File: src/design/iam_pkg.sv
// ----------------------------------------------------------------------------
// iam_pkg
// types and command codes for the integer alu with hi/lo muldiv
// ----------------------------------------------------------------------------
package iam_pkg;

    typedef enum logic [4:0] {
        CMD_ADD, CMD_ADDU, CMD_SUB, CMD_SUBU, CMD_AND, CMD_OR, CMD_XOR, CMD_NOR,
        CMD_SLT, CMD_SLTU, CMD_ADDI, CMD_ADDIU, CMD_ANDI, CMD_ORI, CMD_XORI,
        CMD_SLTI, CMD_SLTIU, CMD_LUI, CMD_SLL, CMD_SRL, CMD_SRA, CMD_SLLV,
        CMD_SRLV, CMD_SRAV, CMD_MULT, CMD_MULTU, CMD_DIV, CMD_DIVU, CMD_MFHI,
        CMD_MFLO, CMD_MTHI, CMD_MTLO
    } cmd_t;

    typedef struct packed {
        logic [4:0]  command;
        logic [31:0] operand_a;
        logic [31:0] operand_b;
        logic [15:0] immediate;
        logic [4:0]  shift_amount;
    } in_beat_t;

    typedef struct packed {
        logic [31:0] result;
        logic        write_enable;
        logic        overflow;
    } out_beat_t;

    // request to the muldiv sequencer
    typedef struct packed {
        logic        start;
        logic        is_div;
        logic        is_signed;
        logic [31:0] a;
        logic [31:0] b;
    } md_req_t;

endpackage

File: src/design/iam_muldiv.sv
// ----------------------------------------------------------------------------
// iam_muldiv
// shift-add multiplier and restoring divider, each with its own 33-bit adder or subtractor
// ----------------------------------------------------------------------------
module iam_muldiv
    import iam_pkg::*;
(
    input  logic        aclk,
    input  logic        aresetn,
    input  md_req_t     req,
    output logic        done,
    output logic [31:0] hi,
    output logic [31:0] lo
);

    typedef enum logic [1:0] {S_IDLE, S_RUN, S_FIX} state_t;

    state_t      state_reg, state_next;
    logic [5:0]  cnt_reg, cnt_next;
    logic [32:0] acc_reg, acc_next;     // partial product high / remainder
    logic [31:0] q_reg, q_next;         // multiplier bits / quotient
    logic [31:0] m_reg, m_next;         // magnitude of b
    logic        div_reg, div_next;
    logic        neg_q_reg, neg_q_next;
    logic        neg_r_reg, neg_r_next;
    logic        zero_reg, zero_next;
    logic [31:0] a_reg, a_next;
    logic        done_reg, done_next;
    logic [31:0] hi_reg, hi_next, lo_reg, lo_next;

    logic [31:0] ma, mb;
    logic [32:0] sum, trial, rem_sh;
    logic [63:0] prod_mag;

    always_comb begin
        ma = (req.is_signed && req.a[31]) ? (32'd0 - req.a) : req.a;
        mb = (req.is_signed && req.b[31]) ? (32'd0 - req.b) : req.b;
        sum    = {1'b0, acc_reg[31:0]} + (q_reg[0] ? {1'b0, m_reg} : 33'd0);
        rem_sh = {acc_reg[31:0], q_reg[31]};
        trial  = rem_sh - {1'b0, m_reg};
        prod_mag = {acc_reg[31:0], q_reg};
    end

    always_comb begin
        state_next = state_reg; cnt_next = cnt_reg; acc_next = acc_reg;
        q_next = q_reg; m_next = m_reg; div_next = div_reg;
        neg_q_next = neg_q_reg; neg_r_next = neg_r_reg; zero_next = zero_reg;
        a_next = a_reg; done_next = 1'b0; hi_next = hi_reg; lo_next = lo_reg;
        case (state_reg)
            S_IDLE: begin
                if (req.start) begin
                    state_next = S_RUN;
                    cnt_next   = 6'd0;
                    acc_next   = 33'd0;
                    q_next     = ma;
                    m_next     = mb;
                    div_next   = req.is_div;
                    neg_q_next = req.is_signed && (req.a[31] ^ req.b[31]);
                    neg_r_next = req.is_signed && req.a[31];
                    zero_next  = (req.b == 32'd0);
                    a_next     = req.a;
                end
            end
            S_RUN: begin
                if (div_reg) begin
                    if (!trial[32]) begin
                        acc_next = trial;
                        q_next   = {q_reg[30:0], 1'b1};
                    end else begin
                        acc_next = rem_sh;
                        q_next   = {q_reg[30:0], 1'b0};
                    end
                end else begin
                    // shift product right, new bit enters top of q
                    acc_next = {1'b0, sum[32:1]};
                    q_next   = {sum[0], q_reg[31:1]};
                end
                cnt_next = cnt_reg + 6'd1;
                if (cnt_reg == 6'd31) state_next = S_FIX;
            end
            S_FIX: begin
                state_next = S_IDLE;
                done_next  = 1'b1;
                if (div_reg) begin
                    if (zero_reg) begin
                        lo_next = (neg_r_reg) ? 32'd1 : 32'hFFFF_FFFF;
                        hi_next = a_reg;
                    end else begin
                        lo_next = neg_q_reg ? (32'd0 - q_reg) : q_reg;
                        hi_next = neg_r_reg ? (32'd0 - acc_reg[31:0]) : acc_reg[31:0];
                    end
                end else begin
                    {hi_next, lo_next} = neg_q_reg ? (64'd0 - prod_mag) : prod_mag;
                end
            end
            default: state_next = S_IDLE;
        endcase
    end

    always_ff @(posedge aclk) begin
        if (!aresetn) begin
            state_reg <= S_IDLE;
            done_reg  <= 1'b0;
        end else begin
            state_reg <= state_next;
            done_reg  <= done_next;
        end
        cnt_reg <= cnt_next; acc_reg <= acc_next; q_reg <= q_next; m_reg <= m_next;
        div_reg <= div_next; neg_q_reg <= neg_q_next; neg_r_reg <= neg_r_next;
        zero_reg <= zero_next; a_reg <= a_next; hi_reg <= hi_next; lo_reg <= lo_next;
    end

    assign done = done_reg;
    assign hi   = hi_reg;
    assign lo   = lo_reg;

endmodule

File: src/design/integer_alu_with_hi_lo_muldiv.sv
// ----------------------------------------------------------------------------
// integer_alu_with_hi_lo_muldiv
// 32-bit integer alu with hi/lo registers and a sequential multiply/divide
// ----------------------------------------------------------------------------
// usage
//   s_ channel carries one command beat (command, operands, immediate,
//   shift amount); m_ channel returns one result beat per command
//   (result, write_enable, overflow)
//   alu, shift, compare and hi/lo move commands: result registered at the
//   accepting edge and taken at the earliest in the following cycle; the next beat
//   is accepted as soon as the output register is free or being drained
//   mult/multu/div/divu: a shift-add / restoring-divide unit runs 32
//   iterations, then a fixup state that raises a registered done; m_valid
//   rises from the output register once done is seen, and s_ready is low
//   until then, so no new beat is accepted while such a command is in flight
//   reset (aresetn low, synchronous) clears hi, lo, the sequencer and the
//   output valid
//   if the receiver stalls (m_ready low) the result beat holds and s_ready
//   stays low until it is taken
// ----------------------------------------------------------------------------
module integer_alu_with_hi_lo_muldiv
    import iam_pkg::*;
(
    input  logic      aclk,
    input  logic      aresetn,
    input  logic      s_valid,
    output logic      s_ready,
    input  in_beat_t  s_data,
    output logic      m_valid,
    input  logic      m_ready,
    output out_beat_t m_data
);

    logic        busy_reg, busy_next;     // muldiv in flight
    logic        ov_reg, ov_next;         // output holds a beat
    out_beat_t   od_reg, od_next;
    logic [31:0] hi_reg, hi_next, lo_reg, lo_next;

    md_req_t     md_req;
    logic        md_done;
    logic [31:0] md_hi, md_lo;

    logic        acc;
    logic [31:0] a, b, simm, zimm, sum, diff, sumi, sres;
    logic [4:0]  sh;
    out_beat_t   alu;
    cmd_t        cmd;

    // accept only when not busy and output slot free or draining
    assign s_ready = !busy_reg && (!ov_reg || m_ready);
    assign acc     = s_valid && s_ready;

    always_comb begin
        cmd  = cmd_t'(s_data.command);
        a    = s_data.operand_a;
        b    = s_data.operand_b;
        simm = {{16{s_data.immediate[15]}}, s_data.immediate};
        zimm = {16'd0, s_data.immediate};
        sum  = a + b;
        diff = a - b;
        sumi = a + simm;
        sh   = (cmd == CMD_SLL || cmd == CMD_SRL || cmd == CMD_SRA)
               ? s_data.shift_amount : a[4:0];
        sres = 32'd0;
        alu  = '{result: 32'd0, write_enable: 1'b1, overflow: 1'b0};
        case (cmd)
            CMD_ADD: begin
                if (!(a[31] ^ b[31]) && (a[31] ^ sum[31])) begin
                    alu.write_enable = 1'b0; alu.overflow = 1'b1;
                end else alu.result = sum;
            end
            CMD_ADDU: alu.result = sum;
            CMD_SUB: begin
                if ((a[31] ^ b[31]) && (a[31] ^ diff[31])) begin
                    alu.write_enable = 1'b0; alu.overflow = 1'b1;
                end else alu.result = diff;
            end
            CMD_SUBU:  alu.result = diff;
            CMD_AND:   alu.result = a & b;
            CMD_OR:    alu.result = a | b;
            CMD_XOR:   alu.result = a ^ b;
            CMD_NOR:   alu.result = ~(a | b);
            CMD_SLT:   alu.result = {31'd0, $signed(a) < $signed(b)};
            CMD_SLTU:  alu.result = {31'd0, a < b};
            CMD_ADDI: begin
                if (!(a[31] ^ simm[31]) && (a[31] ^ sumi[31])) begin
                    alu.write_enable = 1'b0; alu.overflow = 1'b1;
                end else alu.result = sumi;
            end
            CMD_ADDIU: alu.result = sumi;
            CMD_ANDI:  alu.result = a & zimm;
            CMD_ORI:   alu.result = a | zimm;
            CMD_XORI:  alu.result = a ^ zimm;
            CMD_SLTI:  alu.result = {31'd0, $signed(a) < $signed(simm)};
            CMD_SLTIU: alu.result = {31'd0, a < simm};
            CMD_LUI:   alu.result = {s_data.immediate, 16'd0};
            CMD_SLL, CMD_SLLV: alu.result = b << sh;
            CMD_SRL, CMD_SRLV: alu.result = b >> sh;
            CMD_SRA, CMD_SRAV: begin
                sres = $unsigned($signed(b) >>> sh);
                alu.result = sres;
            end
            CMD_MFHI:  alu.result = hi_reg;
            CMD_MFLO:  alu.result = lo_reg;
            default:   alu.write_enable = 1'b0;  // muldiv and move-to
        endcase
    end

    always_comb begin
        md_req.start     = acc && (cmd == CMD_MULT || cmd == CMD_MULTU ||
                                   cmd == CMD_DIV  || cmd == CMD_DIVU);
        md_req.is_div    = (cmd == CMD_DIV || cmd == CMD_DIVU);
        md_req.is_signed = (cmd == CMD_MULT || cmd == CMD_DIV);
        md_req.a         = a;
        md_req.b         = b;
    end

    iam_muldiv u_muldiv (
        .aclk    (aclk),
        .aresetn (aresetn),
        .req     (md_req),
        .done    (md_done),
        .hi      (md_hi),
        .lo      (md_lo)
    );

    always_comb begin
        busy_next = busy_reg;
        ov_next   = ov_reg && !m_ready;
        od_next   = od_reg;
        hi_next   = hi_reg;
        lo_next   = lo_reg;
        if (md_done) begin
            busy_next = 1'b0;
            hi_next   = md_hi;
            lo_next   = md_lo;
            ov_next   = 1'b1;
            od_next   = '{result: 32'd0, write_enable: 1'b0, overflow: 1'b0};
        end
        if (acc) begin
            if (md_req.start) begin
                busy_next = 1'b1;
            end else begin
                ov_next = 1'b1;
                od_next = alu;
                if (cmd == CMD_MTHI) hi_next = a;
                if (cmd == CMD_MTLO) lo_next = a;
            end
        end
    end

    always_ff @(posedge aclk) begin
        if (!aresetn) begin
            busy_reg <= 1'b0;
            ov_reg   <= 1'b0;
            hi_reg   <= 32'd0;
            lo_reg   <= 32'd0;
        end else begin
            busy_reg <= busy_next;
            ov_reg   <= ov_next;
            hi_reg   <= hi_next;
            lo_reg   <= lo_next;
        end
        od_reg <= od_next;
    end

    assign m_valid = ov_reg;
    assign m_data  = od_reg;

endmodule

File: config.mk
export PLATFORM = sky130hd
export DESIGN_NAME = integer_alu_with_hi_lo_muldiv
export DESIGN_NICKNAME = d
export VERILOG_FILES = /design/src/design/iam_pkg.sv /design/src/design/iam_muldiv.sv /design/src/design/integer_alu_with_hi_lo_muldiv.sv
export SDC_FILE = /design/constraint.sdc
export NUM_CORES = 2
export LEC_CHECK = 0
export BUFFER_PORTS_ARGS = -buffer_cell sky130_fd_sc_hd__buf_2
export CORE_MARGIN = 3
export CORE_UTILIZATION = 35
export CTS_CLUSTER_SIZE = 25
export DETAILED_ROUTE_END_ITERATION = 8
export PLACE_DENSITY = 0.46
export SETUP_SLACK_MARGIN = 0.1
export SYNTH_ARGS = -nofsm -noshare
export SYNTH_HDL_FRONTEND = slang
export SYNTH_HIERARCHICAL = 1
export SYNTH_SLANG_ARGS = --single-unit
File: constraint.sdc
create_clock -name aclk -period 7.7 [get_ports aclk]
set_input_delay 0.77 -clock aclk [delete_from_list [all_inputs] [get_ports aclk]]
set_output_delay 0.77 -clock aclk [all_outputs]
set_load 0.02 [all_outputs]
* Word level (Yosys, flattened, before mapping)
Cells that the tools add are included.
Cells by class: bitwise gates (word level) 12, add/subtract/negate cells 11, reductions and logical operators 34, magnitude comparators 4, divide/modulo/power cells 0, multipliers 0, shifts and indexed selects 3, equal/unequal tests 36, mux-type cells 52
Operators with widths (number):
- $mux 32 | 26
- $pmux 32 s23 | 1
- $pmux 32 s2 | 2
- $sub 1x32->32 const A | 4
- $mux 34 | 3
- $lt 32x32->1 | 3
- $eq 5x5->1 const B | 16
- $add 32x32->32 | 2
- $mux 64 | 1
- $sub 1x64->64 const A | 1
- $eq 5x4->1 const B | 8
- $add 32x32->33 | 1
- $sub 33x32->33 | 1
- $and 32x16->32 | 1
- $and 32x32->32 | 1
- $logic_not 32->1 | 1
- $lt 32x16->1 | 1
- $not 32->32 | 1
- $or 32x16->32 | 1
- $or 32x32->32 | 1
- $shl 32x5->32 | 1
- $shr 32x5->32 | 1
- $sshr 32x5->32 | 1
- $sub 32x32->32 | 1
- other kinds (29) | 72
Storage, ports and cells: memories 0, bits in latches 0, input port bits 94, output and inout port bits 36, RAM bits 0, bits in registers 305, word-level logic and storage cells 172, ROM bits 0

* Longest topological paths before layout
depth after elaboration 8, gate-level depth with buffers 15, mapped depth without buffers 14

* Cells and area by module
The synthesis kept the hierarchy.
Modules (own cells, without submodules):
- integer_alu_with_hi_lo_muldiv | sequential area each 2001.9 um^2, times used 1, cells an instance 2470, area each 17739.5 um^2
- iam_muldiv | sequential area each 6125.9 um^2, times used 1, cells an instance 1721, area each 15752.6 um^2

* Worst setup path before layout
Ideal clock, no wire load.
path type input-to-reg, start input s_data[53] (netlist bit), end register od_reg, in the netlist m_data[26], stages 14, path buffers 0, setup time 0.064 ns, required time 7.636 ns, setup slack 3.967 ns, data arrival time 3.669 ns, path through inv_1 -> ha_1 -> inv_1 -> fa_1 -> nand2b_1 -> a221oi_1 -> or4b_1 -> a221oi_2 -> o21bai_1 -> or3_1 -> nor4b_1 -> or3_1 -> a21o_1 -> nand4_1
RTL lines:
- start: declaration | line integer_alu_with_hi_lo_muldiv.sv:28 | input in_beat_t s_data,
- end signal: assignment | line integer_alu_with_hi_lo_muldiv.sv:164 | od_reg <= od_next;
- end: declaration | line integer_alu_with_hi_lo_muldiv.sv:36 | out_beat_t od_reg, od_next;

==> flow_metrics.py <==
metrics = {
    "setup_path": {
        "cp-end-kind": "flip-flop",
        "cp-start-kind": "input pin",
        "slowest_stage": "a21oi_4",
        "required_ns": 8.20,
        "crit_chain": "buf_2, and2b_1, o21ai_1, buf_4, a21oi_4, buf_4, nand2_1, o2bb2ai_1, nor2_1, a211oi_1, a2111oi_2, a32oi_1",
        "critPathMaxStageDelay_ns": 0.99,
        "crit_fanout": 23,
        "crit_path_frequent_cell": "buf_4",
        "path_class": "in -> reg",
        "cp.arrival_ns": 5.91,
    },
    "placement": {
        "io_buffers": 129,
        "hpwl_um": 138000,
        "place_area_um2": 35300,
        "gp_congestion": 1.04,
    },
    "die": {
        "die-area_um2": 99400,
        "rows": 112,
        "start_util": 0.356,
        "die_h_um": 315,
        "core_um2": 94200,
        "die_x_um": 315,
        "io_pins": 130,
    },
    "logic_synthesis": {
        "yosysWarnings": 6,
        "synth_edf_count": 202,
        "syn_inst": 4191,
        "synth-async-reset-ratio": 0,
        "synth_seq_cells": 305,
        "yosys.cell_types.count": 112,
        "synth_flop_cell": "edfxtp_1",
        "syn_nets": 4538,
        "seq_area_frac_synth": 0.243,
        "yosys.area.top_type": "edfxtp_1",
        "avgSynthCellArea_um2": 7.99,
        "ys_top_cells_by_area": "edfxtp_1 18%, ha_1 9.3%, dfxtp_1 6.2%",
        "synth.top_cell.area_share": 0.181,
        "syn_area_um2": 33500,
    },
    "grt": {
        "grt_pass1_vias": 33000,
        "gr-total-overflow": 0,
        "grt_pass1_wl_um": 251000,
        "grt_start_max_net_pins": 75,
        "antenna_found_initial": 11,
        "track_usage": 0.349,
    },
    "drt": {
        "first_pass_iters": 7,
        "drc_errors": 0,
        "vias": 35200,
        "drtAntennaViolNets": 0,
        "wire_per_inst_um": 33.0,
        "drtIter0Drc": 4144,
        "wl_um": 180000,
        "routed_via_density": 6.45,
    },
    "pwr": {
        "p_int_mw": 3.55,
        "netSwitchingPower_mw": 2.29,
        "p_leak_nw": 14.9,
        "pwr-share-clk": 0.347,
        "netSwitchingFraction": 0.392,
        "combPwrFrac": 0.327,
        "ir_worst_vdd_mv": 0.136,
        "power_frac_seq": 0.326,
        "powerDensity_nw_per_um2": 159,
    },
    "cells_and_area": {
        "largest_reg_flops": 34,
        "fin_nets": 4515,
        "drive_above_1_share": 0.0914,
        "num-fill-cells": 9973,
        "design_area_um2": 36700,
        "syn_to_final_growth_pct": 9.62,
    },
    "clocking": {
        "clockBufferDepth": 3,
        "cts_root_buf": "clkbuf_16",
        "cts.htree.levels": 2,
        "cts_hold_buffers": 0,
        "post-cts-setup-buffers": 0,
        "cts.clk_slew.worst_paths_ns": 0.06,
        "post_cts_resized": 0,
        "clk-insertion-delay-late_ns": 0.61,
        "cts_tree": "built",
        "cts_sinks": 305,
        "cts_inserted_buffers": 41,
    },
    "timing": {
        "hold_violations": 0,
        "slew_viol_final": 0,
        "clock_skew_ns": 0.0309,
        "fin_crit_sh": 0.702,
        "fin_hold_ws_ns": 0.497,
        "fmaxAchievable_mhz": 185,
        "slew_headroom": 0.0560,
        "rsz0062_at_grt": "false",
        "setup_violations": 0,
        "fin_setup_tns_ns": 0,
        "tightestPinTransition_ns": 1.41,
        "period_needed_ns": 5.40,
    },
    "worst_hold_path": {
        "hold_class": "reg -> reg",
    },
    "run": {
        "maxCapViolations": 0,
    },
    "run_status": {
        "outcome": "complete, no violations",
    },
}
critical path: cells and delay by family:
kind	cells	cell delay, ns
AO/OA/AOI/OAI	6	3.12
AND/OR/NAND/NOR	3	1.05
buffers and inverters	3	0.94
layout make-up:
class | instances | area, um2 | area share
tap | 1254 | 1570 | 0.0427
clock buffer | 55 | 1160 | 0.0316
antenna | 4 | 10.0 | 0.000273
sequential | 305 | 8130 | 0.221
clock inverter | 21 | 243 | 0.00661
multi-input combinational | 3401 | 23600 | 0.642
timing repair buffer | 207 | 1240 | 0.0339
inverter | 212 | 796 | 0.0217
stage by stage:
step	power (mW)	util	instances	worst slack (ns)
floorplan	2.98	-	4191	3.97
global placement	3.80	0.375	5379	1.89
detailed placement	3.77	0.375	5379	1.86
CTS	5.81	0.390	5455	2.55
global route	6.01	0.390	5459	2.22
finish	5.84	0.390	5459	2.30
worst paths after layout:
path | slack, ns | to | cells after the start | from
max | 2.30 | m_data[15]$_DFF_P_ | 12 | s_data[89]
min reg2reg | 0.50 | m_data[26]$_DFF_P_ | 2 | m_data[26]$_DFF_P_
max reg2reg | 3.27 | u_muldiv/acc_reg[20]$_SDFFCE_PN0P_ | 10 | u_muldiv/acc_reg[13]$_SDFFCE_PN0P_
min | 0.50 | m_data[26]$_DFF_P_ | 2 | m_data[26]$_DFF_P_
metal layers:
metal | part of all wire | track usage | up-vias
li1 | - | - | 15600
met5 | 0.000061 | 0 | -
met4 | 0.072 | 0.208 | 2
met2 | 0.44 | 0.541 | 1868
met3 | 0.079 | 0.0528 | 422
met1 | 0.41 | 0.458 | 17300
cell usage after synthesis, drive strengths merged, types with 12 or more instances:
master   number
o31ai        54
mux2         19
nand3        75
a31oi        55
clkbuf      197
buf          76
xnor2       158
nand2b       35
and2         18
or2          19
or4          30
o21a         17
inv         212
a22oi        45
o211a        67
mux2i       206
a21o         57
xor2        117
a22o         20
nand2       397
nor3         98
nor2b        41
edfxtp      202
o21bai       39
a221oi       66
o221ai       25
o41ai        17
a32oi        20
a21boi       12
nand4        36
and3         29
a221o        12
o22ai        37
nor2        338
ha          248
o2111ai      17
o21ai       272
o211ai       50
a21oi       367
a211oi       66
dfxtp       103
or3          39
nor4         43
layout by cell type (no fill, tap or decap), types with 77 or more instances in the layout:
master,Yosys,layout
nor2_1,338,333
a21oi_1,364,364
inv_1,212,211
mux2i_1,200,199
nor3_1,94,90
ha_1,248,248
edfxtp_1,202,202
dfxtp_1,103,102
buf_2,46,129
xnor2_1,157,157
nand2_1,397,396
buf_4,1,77
xor2_1,117,117
o21ai_0,240,240
cell families (layout without fill, tap and decap cells):
logic type / after synthesis / count (layout) / synth area share
muxes: 226 / 226 / 0.0702
AOI/OAI and AO/OA: 1413 / 1413 / 0.285
adders and majority gates: 253 / 253 / 0.0956
and+or+nand+nor: 1234 / 1234 / 0.177
xor gates and xnor gates: 275 / 275 / 0.0725
other: 0 / 4 / 0
DFF: 305 / 305 / 0.243
buffers and inverters: 485 / 495 / 0.0573
power groups by stage:
stage,registers (mW),logic (mW),clock network [mW]
3_3_place_gp,1.94,1.86,0
2_1_floorplan,1.92,1.06,0
5_1_grt,1.90,1.99,2.12
6_report,1.91,1.91,2.03
4_1_cts,1.90,1.85,2.06
3_5_place_dp,1.93,1.84,0
Power figures use the tool's default switching activity.
